--- config.mk ---
export PLATFORM = sky130hd
export DESIGN_NAME = mpsa_ram
export DESIGN_NICKNAME = d
export VERILOG_FILES = /design/src/rtl/core/mpsa_ram.sv
export SDC_FILE = /design/constraint.sdc
export NUM_CORES = 1
export LEC_CHECK = 0
export BUFFER_PORTS_ARGS = -buffer_cell sky130_fd_sc_hd__buf_2
export CORE_MARGIN = 5
export CORE_UTILIZATION = 33
export DETAILED_ROUTE_END_ITERATION = 8
export HOLD_SLACK_MARGIN = 0.08
export PLACE_DENSITY = 0.51
export SYNTH_ARGS = -nofsm -noshare
export SYNTH_HDL_FRONTEND = slang
export SYNTH_SLANG_ARGS = --single-unit
--- constraint.sdc ---
create_clock -name clk -period 3.99 [get_ports clk]
set_input_delay 0 -clock clk [delete_from_list [all_inputs] [get_ports clk]]
set_output_delay 0 -clock clk [all_outputs]
set_load 0.01 [all_outputs]
--- src/rtl/core/mpsa_ram.sv ---
// generic simple dual port ram, one write port and one registered read port
// no dependencies
module mpsa_ram #(
	parameter int WIDTH = 8,
	parameter int DEPTH = 16
) (
	input  logic                                       clk,
	input  logic                                       we,
	input  logic [((DEPTH > 1) ? $clog2(DEPTH) : 1)-1:0] waddr,
	input  logic [WIDTH-1:0]                           wdata,
	input  logic [((DEPTH > 1) ? $clog2(DEPTH) : 1)-1:0] raddr,
	output logic [WIDTH-1:0]                           rdata
);

	logic [WIDTH-1:0] mem_q [DEPTH];
	logic [WIDTH-1:0] rdata_q;

	always_ff @(posedge clk) begin
		if (we) begin
			mem_q[waddr] <= wdata;
		end
		rdata_q <= mem_q[raddr];
	end

	assign rdata = rdata_q;

endmodule

==> impl_metrics.json <==
{
  "vias": 2398,
  "die_width_um": 135,
  "min_period_ns": 1.60,
  "drt_iter0_drc": 146,
  "num_io_pins": 26,
  "cpMaxStageDelayCell": "buf_2",
  "syn_avg_cell_area_um2": 22.5,
  "grt_max_degree": 33,
  "finClkSkew_ns": 0.00929,
  "routed_wl_um": 10500,
  "cts_resized": 0,
  "fin_area_um2": 6250,
  "ys.warnings.count": 0,
  "yosys.area_share.simple_pct": 3.18,
  "worstMarginPinSlew_ns": 0.865,
  "place.gp.congestion": 0.715,
  "place_area_um2": 5480,
  "setup-violations-final": 0,
  "ys_seq_elements": 136,
  "whs_ns": 0.184,
  "grtUsageTotal_pct": 12.3,
  "fp-row-count": 45,
  "synth-xor-area-share_pct": 0,
  "dr.pass1.iters": 4,
  "fin_setup_tns_ns": 0,
  "syn-num-nets": 247,
  "synth_compound_area_share_pct": 2.33,
  "hold_violations": 0,
  "period_share_pct": 40.2,
  "post-dp-hpwl_um": 6570,
  "io_buffer_count": 25,
  "drv_slew": 0,
  "ir_worst_vdd_mv": 0.507,
  "cap_viol_max_count": 0,
  "synth_area_um2": 5150,
  "path_clk_slew_ns": 0.06,
  "grt_overflow": 0,
  "grt_pass1_vias": 2488,
  "clk_latency_ns": 0.41,
  "max_stage_delay_ns": 0.58,
  "tritoncts": "yes",
  "critPathTopFamily": "buffers and inverters",
  "grt_setup_unrepaired": "false",
  "synth_fa_ha_area_share_pct": 0,
  "timing.fmax_ghz": 0.623,
  "wl_met2_um": 4590,
  "status": "completed",
  "cts-root-buf": "clkbuf_16",
  "async_flop_share_pct": 0,
  "ant_nets": 0,
  "ys.flop_type": "edfxtp_1",
  "crit_fanout": 22,
  "grt_pass1_wl_um": 15600,
  "yosysSeqAreaShare_pct": 77.8,
  "power_density_nw_per_um2": 558,
  "grt_antenna_before_repair": 0,
  "cts_buffers": 17,
  "clk_path_buf_depth": 2,
  "start_util_pct": 33.7,
  "clock-sinks": 136,
  "nets": 296,
  "dieArea_um2": 18200,
  "via_per_inst": 4.78,
  "h-tree-depth": 4,
  "die_h_um": 135,
  "crit_chain": "buf_2, buf_4, mux4_1, a22oi_1, nand2_1",
  "path_buf_inv": 2,
  "synth_top_family_by_area": "multiplexers",
  "met3_wirelength_um": 564,
  "core_area_um2": 15300,
  "post-route-drc-count": 0,
  "area_delta_synth_final_pct": 21.3,
  "p_leak_uw": 0.00207,
  "synth_edf_count": 128,
  "required_ns": 4.28,
  "cp.arrival_ns": 1.90,
  "synth_mux_area_share_pct": 15.0,
  "slew_headroom_pct": 42.1,
  "routedWlPerCell_um": 20.9,
  "end_kind": "flop",
  "cp-start-kind": "primary input",
  "top_layer_used": "met4",
  "synth.distinct_cells": 19,
  "netlist_instances": 229,
  "hold_path.class": "primary input to flop",
  "drive_gt1_share_pct": 26.8,
  "antenna_cells": 0,
  "path_class": "primary input to flop",
  "m1WireLength_um": 5080
}
## registers in the layout (all words and copies together), names as in the netlist
signal and count:
mem_q 128, rdata 8
## cell families (layout without fill, tap and decap cells)
group                  after synthesis  in the layout
and+or+nand+nor                     35             35
muxes                               32             32
AOI/OAI and AO/OA                   16             16
DFF                                136            136
buffers and inverters               10             72
## worst register-to-register path, stage by stage, from the launching register on
cell and delay, ns:
edfxtp_1 0.36, mux4_1 0.54, a22oi_1 0.28, nand2_1 0.09
## report_power, final
group	internal (uW)	switching, uW
clock network	1160	556
logic	64.4	94.2
registers	1600	8.76
total	2830	659
## what timing repair did
action	in CTS	in global routing
hold endpoints to repair	128	2
hold buffers	8	2
endpoints found under the setup margin	0	0
setup buffers	0	0
## cell type report
class                      count  area, um^2
clock inverter                14         229
clock buffer                  18         429
fill                        1339        9010
sequential                   136        4000
tap                          211         264
multi-input combinational     83        1060
timing repair buffer          40         263
## synthesized netlist by cell type (all sizes together), types with 2 or more instances
| cell type | n | area [um^2] |
|---|---|---|
| nand3b | 2 | 15.0 |
| nand2 | 9 | 33.8 |
| nor2 | 13 | 48.8 |
| nor3 | 4 | 20.0 |
| buf | 7 | 56.3 |
| a22oi | 16 | 120 |
| nand2b | 2 | 12.5 |
| edfxtp | 128 | 3840 |
| mux4 | 32 | 773 |
| dfxtp | 8 | 160 |
| clkdlybuf4s25 | 3 | 30.0 |
## placed cells by master (no fill, tap or decap), types with 2 or more instances in the layout
cell	n
nand2b_1	2
buf_2	25
dfxtp_1	8
mux4_1	14
nor3_1	4
dlygate4sd3_1	10
mux4_2	18
edfxtp_1	128
nand2_1	9
nand3b_1	2
nor2_1	13
clkbuf_16	17
clkinv_2	2
clkinv_1	2
a22oi_1	16
buf_4	4
bufinv_16	6
clkinvlp_4	3
## worst paths after layout
| kind | start | to | slack (ns) | cells past startpoint |
|---|---|---|---|---|
| worst max-delay path | raddr[0] | rdata[0] | 2.39 | 5 |
| worst min-delay path | waddr[1] | mem_q[4][0] | 0.18 | 3 |
| worst max register to register | mem_q[7][1] | rdata[1] | 2.61 | 3 |
| worst min register to register | mem_q[10][7] | rdata[7] | 0.68 | 3 |
## per-layer routing
metal,global-route usage (%),vias to the layer above
li1,-,1073
met1,17.1,1243
met2,17.4,69
met3,4.17,13
met4,5.49,0
met5,0,-
## per-stage QoR
step	power, uW	cells	util, %	setup slack (ns)
3_3_place_gp	1790	459	35.9	1.83
2_1_floorplan	1720	229	-	2.50
4_1_cts	3520	499	40.8	2.29
6_report	3490	502	40.9	2.39
5_1_grt	3590	502	40.9	2.21
3_5_place_dp	1790	459	35.9	1.86
Note: power is estimated with default switching activity, not from simulation.
