==> src/rtl/core/mpsa_pkg.sv <==
// shared types and constants for the masked plane stack averager
// no dependencies; imported by mpsa_div and masked_plane_stack_average
package mpsa_pkg;

	localparam int SAMPLE_W   = 32;
	localparam int SUM_W      = 40;
	localparam int CNT_W      = 9;
	localparam int PIX_W      = 12;
	localparam int PPP_W      = 13;
	localparam int MASK_W     = 64;
	localparam int CFG_IDX_W  = 3;
	localparam int CFG_DATA_W = 64;
	localparam int STEP_W     = $clog2(SUM_W);

	localparam logic [CNT_W-1:0] PLANE_LIMIT = 9'd256;

	localparam logic [CFG_IDX_W-1:0] REG_PIXELS_PER_PLANE = 3'd0;
	localparam logic [CFG_IDX_W-1:0] REG_BLANK_CODE       = 3'd1;
	localparam logic [CFG_IDX_W-1:0] REG_MASK_LOW         = 3'd2;
	localparam logic [CFG_IDX_W-1:0] REG_MASK_MIDLOW      = 3'd3;
	localparam logic [CFG_IDX_W-1:0] REG_MASK_MIDHIGH     = 3'd4;
	localparam logic [CFG_IDX_W-1:0] REG_MASK_HIGH        = 3'd5;

	localparam logic REQ_SAMPLE = 1'b0;
	localparam logic REQ_READ   = 1'b1;

	typedef struct packed {
		logic                       req_type;
		logic signed [SAMPLE_W-1:0] sample;
		logic                       not_finite;
		logic        [PIX_W-1:0]    read_pixel;
	} req_item_t;

	typedef struct packed {
		logic        [PIX_W-1:0]    out_pixel;
		logic signed [SAMPLE_W-1:0] mean_value;
		logic                       is_blank;
		logic        [CNT_W-1:0]    valid_count;
	} rsp_item_t;

	typedef struct packed {
		logic signed [SUM_W-1:0] sum;
		logic        [CNT_W-1:0] count;
	} store_entry_t;

	typedef struct packed {
		logic                 start;
		logic [SUM_W-1:0]     dividend;
		logic [CNT_W-1:0]     divisor;
		logic                 negate;
	} div_req_t;

	typedef struct packed {
		logic                       done;
		logic signed [SAMPLE_W-1:0] quotient;
	} div_rsp_t;

endpackage

==> src/rtl/core/mpsa_div.sv <==
// iterative signed divider, magnitude of the sum over a positive count
// one restoring step per cycle, then a sign fix step; uses mpsa_pkg
module mpsa_div
	import mpsa_pkg::*;
(
	input  logic     clk,
	input  logic     arst_n,
	input  div_req_t req,
	output div_rsp_t rsp
);

	localparam logic [STEP_W-1:0] LAST_STEP = STEP_W'(SUM_W - 1);

	logic                       busy_q;
	logic                       fix_q;
	logic                       done_q;
	logic [STEP_W-1:0]          step_q;
	logic [CNT_W-1:0]           rem_q;
	logic [SUM_W-1:0]           quo_q;
	logic [CNT_W-1:0]           div_q;
	logic                       neg_q;
	logic signed [SAMPLE_W-1:0] result_q;

	logic [CNT_W:0] rem_shift;
	logic [CNT_W:0] rem_diff;
	logic           fits;

	always_comb begin
		rem_shift = {rem_q, quo_q[SUM_W-1]};
		fits      = rem_shift >= {1'b0, div_q};
		rem_diff  = rem_shift - {1'b0, div_q};
	end

	always_ff @(posedge clk or negedge arst_n) begin
		if (!arst_n) begin
			busy_q <= 1'b0;
			fix_q  <= 1'b0;
			done_q <= 1'b0;
			step_q <= '0;
		end else begin
			done_q <= 1'b0;
			if (req.start) begin
				busy_q <= 1'b1;
				step_q <= '0;
			end else if (busy_q) begin
				step_q <= step_q + STEP_W'(1);
				if (step_q == LAST_STEP) begin
					busy_q <= 1'b0;
					fix_q  <= 1'b1;
				end
			end else if (fix_q) begin
				fix_q  <= 1'b0;
				done_q <= 1'b1;
			end
		end
	end

	always_ff @(posedge clk) begin
		if (req.start) begin
			rem_q <= '0;
			quo_q <= req.dividend;
			div_q <= req.divisor;
			neg_q <= req.negate;
		end else if (busy_q) begin
			rem_q <= fits ? rem_diff[CNT_W-1:0] : rem_shift[CNT_W-1:0];
			quo_q <= {quo_q[SUM_W-2:0], fits};
		end else if (fix_q) begin
			// truncation toward zero: negate the magnitude quotient
			result_q <= neg_q ? -$signed(quo_q[SAMPLE_W-1:0])
			                  :  $signed(quo_q[SAMPLE_W-1:0]);
		end
	end

	assign rsp.done     = done_q;
	assign rsp.quotient = result_q;

endmodule

==> config.mk <==
export PLATFORM = sky130hd
export DESIGN_NAME = mpsa_div
export DESIGN_NICKNAME = d
export VERILOG_FILES = /design/src/rtl/core/mpsa_pkg.sv /design/src/rtl/core/mpsa_div.sv
export SDC_FILE = /design/constraint.sdc
export NUM_CORES = 1
export LEC_CHECK = 0
export BUFFER_PORTS_ARGS = -buffer_cell sky130_fd_sc_hd__buf_4
export CORE_MARGIN = 2
export CORE_UTILIZATION = 30
export CTS_CLUSTER_DIAMETER = 30
export DETAILED_ROUTE_END_ITERATION = 16
export PLACE_DENSITY = 0.59
export SLEW_MARGIN = 20
export SYNTH_ARGS = -nofsm -noshare
export SYNTH_HDL_FRONTEND = slang
export SYNTH_SLANG_ARGS = --single-unit
==> constraint.sdc <==
create_clock -name clk -period 2.95 [get_ports clk]
set_input_delay 0.59 -clock clk [delete_from_list [all_inputs] [get_ports clk]]
set_output_delay 0.59 -clock clk [all_outputs]
set_load 0.1 [all_outputs]
==> flow_summary.ini <==
[power_and_ir_drop]
fraction_of_power_spent_switching_nets = 0.296
p_per_area_nw_per_um2 = 643
share_seq_of_total_power = 0.468
net-switching-power_uw = 1170
p_comb_frac = 0.245
peakVddDrop_v = 0.000274
clockPowerShare = 0.287
static-leakage-power_uw = 0.00233
cell_internal_power_uw = 2770

[clocking]
cts_htree_levels = 3
clock_path_buffers = 2
cts.reportedPaths.clkPinSlew_ns = 0.07
cts_inserted_buffers = 9
cts_resized = 0
cts.hold.buffers_added = 0
root_buffer = sky130_fd_sc_hd__clkbuf_16
numClockSinks = 100
clock_insertion_delay_worst_skew_ns = 0.35
post_cts.repair.setup_buffers = 0
cts_tree = done

[synth]
synthesis.area_um2 = 4920
synth_async_sr_flop_share = 0.0900
synth_cell_types = 53
synth_edf_count = 82
synth_warnings = 0
synth_sequential_area_ratio = 0.582
yosys_most_used_dff = sky130_fd_sc_hd__edfxtp_1
number_of_nets_produced_by_synthesis = 439
synth.ff_latch_count = 100
synthesis.instances = 374
postSynthAreaPerCell_um2 = 13.2

[setup_path]
worstSetupEndpointType = register
worst_ep_arrival_time_ns = 2.87
timing.setup.critical_path_class = reg -> reg
worst_path_most_repeated_cell = sky130_fd_sc_hd__inv_1
cp_max_fo = 12
crit_path_cell_trace = inv_1 -> ha_1 -> inv_1 -> fa_1 -> a21o_1 -> a32o_1 -> nand3b_1 -> buf_4 -> nand3_1 -> a311oi_1
worstPathBufferInverterCount = 3
cp_top_family = compound AO/OA/AOI/OAI gates
cp-start-kind = register
cpPeakStageDelay_ns = 0.42
worst_path_max_delay_cell = sky130_fd_sc_hd__fa_1
cp_data_required_time_ns = 3.18

[status]
outcome = complete, no violations

[route]
via_per_inst = 4.72
initialDrtViolationCount = 134
firstDrtPassIters = 4
wire_per_inst_um = 14.7
final_antenna_net_count = 0
route.detailed.drc = 0
wire_length_after_detailed_routing_um = 10000
vias = 3212

[sta]
clock.fmax_ghz = 0.380
whs_ns = 0.0485
finalCritPeriodShare = 0.892
final-setup-viol-count = 0
timing.clock.skew_ns = 0.00938
slew_violations = 0
fin_ws_ns = 0.317
worstMarginPinSlew_ns = 0.748
timing.setup.tns_ns = 0
final_hold_viol_count = 0
fin_crit_ns = 2.63
maxSlewHeadroom = 0.501
grt_setup_unrepaired = no

[floorplanning]
placement_rows = 46
chipHeight_um = 132
floorplan.initialDensity = 0.309
die_area_um2 = 17500
io_pins = 86
placeableCoreArea_um2 = 15900
chipWidth_um = 132

[grt]
grt_overflow = 0
grtUsageTotal = 0.120
antenna_found_initial = 0
grt_pass1_wl_um = 16800
grt_pass1_vias = 3375
grt_max_degree = 45

[job]
cap_viol_max_count = 0

[placed_design]
dp_hpwl_um = 7320
preCtsSetupSlack_ns = 0.398
dpl.cell_count = 665
gp_congestion = 0.853
placement.io_buffers = 85

[layout]
most_used_cells_in_the_layout_excluding_fill_and_tap_cells = 88 x sky130_fd_sc_hd__buf_4, 82 x sky130_fd_sc_hd__edfxtp_1, 37 x sky130_fd_sc_hd__mux2_2, 34 x sky130_fd_sc_hd__xnor2_1
final_layout_size_suffix_gt1_frac = 0.338
flow.area_growth_from_synthesis_pct = 24.3
most_common_cell_after_layout_fill_and_taps_aside = sky130_fd_sc_hd__buf_4
finish.net_count = 525
final_core_util = 0.384
antennaDiodeCount = 0
instances_no_fill = 681

[hold_path]
hold_class = in -> async
[layout make-up]
cell class	instances	area (µm²)
well taps	216	270
clock inverters	7	58.8
multi-input cells	243	1940
fillers	1540	9820
inverters	16	60.1
repair buffers	90	701
flip-flops and latches	100	2870
clock buffers	9	225
[synth_stat cells (4+ instances only)]
master	instances	area, µm²
sky130_fd_sc_hd__o21ai_0	16	80.1
sky130_fd_sc_hd__a311oi_1	6	52.6
sky130_fd_sc_hd__nor2b_1	4	25.0
sky130_fd_sc_hd__mux2_2	37	417
sky130_fd_sc_hd__dfrtp_1	9	225
sky130_fd_sc_hd__clkbuf_1	12	45.0
sky130_fd_sc_hd__nand2_1	19	71.3
sky130_fd_sc_hd__ha_1	11	138
sky130_fd_sc_hd__inv_1	16	60.1
sky130_fd_sc_hd__a21o_1	9	67.6
sky130_fd_sc_hd__nand3_1	8	40.0
sky130_fd_sc_hd__edfxtp_1	82	2460
sky130_fd_sc_hd__and3_1	5	31.3
sky130_fd_sc_hd__a21oi_1	5	25.0
sky130_fd_sc_hd__nand2b_1	6	37.5
sky130_fd_sc_hd__xor2_1	5	43.8
sky130_fd_sc_hd__o31ai_1	7	52.6
sky130_fd_sc_hd__dfxtp_1	9	180
sky130_fd_sc_hd__xnor2_1	34	298
sky130_fd_sc_hd__nor2_1	19	71.3
sky130_fd_sc_hd__a211oi_1	4	30.0
[power by group through the flow]
| stage | registers (µW) | logic [µW] | clock network, µW |
|---|---|---|---|
| after floorplan | 1820 | 750 | 0 |
| after global placement | 1870 | 932 | 0 |
| after detailed placement | 1870 | 960 | 0 |
| after CTS | 1840 | 963 | 1170 |
| after global routing | 1860 | 1090 | 1230 |
| final | 1840 | 962 | 1130 |
[routing by layer]
metal  vias to the layer above  GRT usage  wire length [µm]
met5                         -          0                 0
met4                         0     0.0350                98
met3                         9     0.0400               513
met2                        78      0.202              4870
met1                      1548      0.146              4570
li1                       1577          -                 -
[worst register-to-register path, cell delays in order, from the launching register on]
cell and delay (ns):
sky130_fd_sc_hd__edfxtp_1 0.36, sky130_fd_sc_hd__inv_1 0.08, sky130_fd_sc_hd__ha_1 0.19, sky130_fd_sc_hd__inv_1 0.06, sky130_fd_sc_hd__fa_1 0.42, sky130_fd_sc_hd__a21o_1 0.22, sky130_fd_sc_hd__a32o_1 0.20, sky130_fd_sc_hd__nand3b_1 0.34
sky130_fd_sc_hd__buf_4 0.22, sky130_fd_sc_hd__nand3_1 0.07, sky130_fd_sc_hd__a311oi_1 0.36
[sequential cells by signal, indices dropped and copies added (netlist names)]
register,flops
busy_q,1
div_q,9
done_q,1
fix_q,1
neg_q,1
quo_q,40
rem_q,9
result_q,32
step_q,6
[metrics by stage]
step           power, µW  area (µm²)
2_1_floorplan       2570        4920
3_3_place_gp        2800        5830
3_5_place_dp        2830        5830
4_1_cts             3980        6120
5_1_grt             4170        6120
6_report            3930        6120
[final timing paths]
check                      slack (ns)                    end                start  cells past startpoint
max in group asynchronous        2.76  step_q[2]$_DFFE_PN0P_               arst_n                      1
max                              0.32  rem_q[6]$_SDFFE_PP0P_  quo_q[39]$_DFFE_PP_                     10
min                              0.05  step_q[5]$_DFFE_PN0P_               arst_n                      1
min in group clk                 0.42     div_q[5]$_DFFE_PP_               req[6]                      1
min reg2reg                      0.51      fix_q$_DFFE_PN0P_    fix_q$_DFFE_PN0P_                      2
max reg2reg                      0.32  rem_q[6]$_SDFFE_PP0P_  quo_q[39]$_DFFE_PP_                     10
[kinds of logic after synthesis]
family                   after synthesis  synth area share
AO/OA/AOI/OAI                         69             0.108
XOR/XNOR                              39            0.0694
adder cells (fa/ha/maj)               12            0.0320
buffers and inverters                 31            0.0244
flip-flops                           100             0.582
multiplexers                          38            0.0867
AND/OR/NAND/NOR                       85            0.0976
Note: power is estimated with default switching activity, not from simulation.
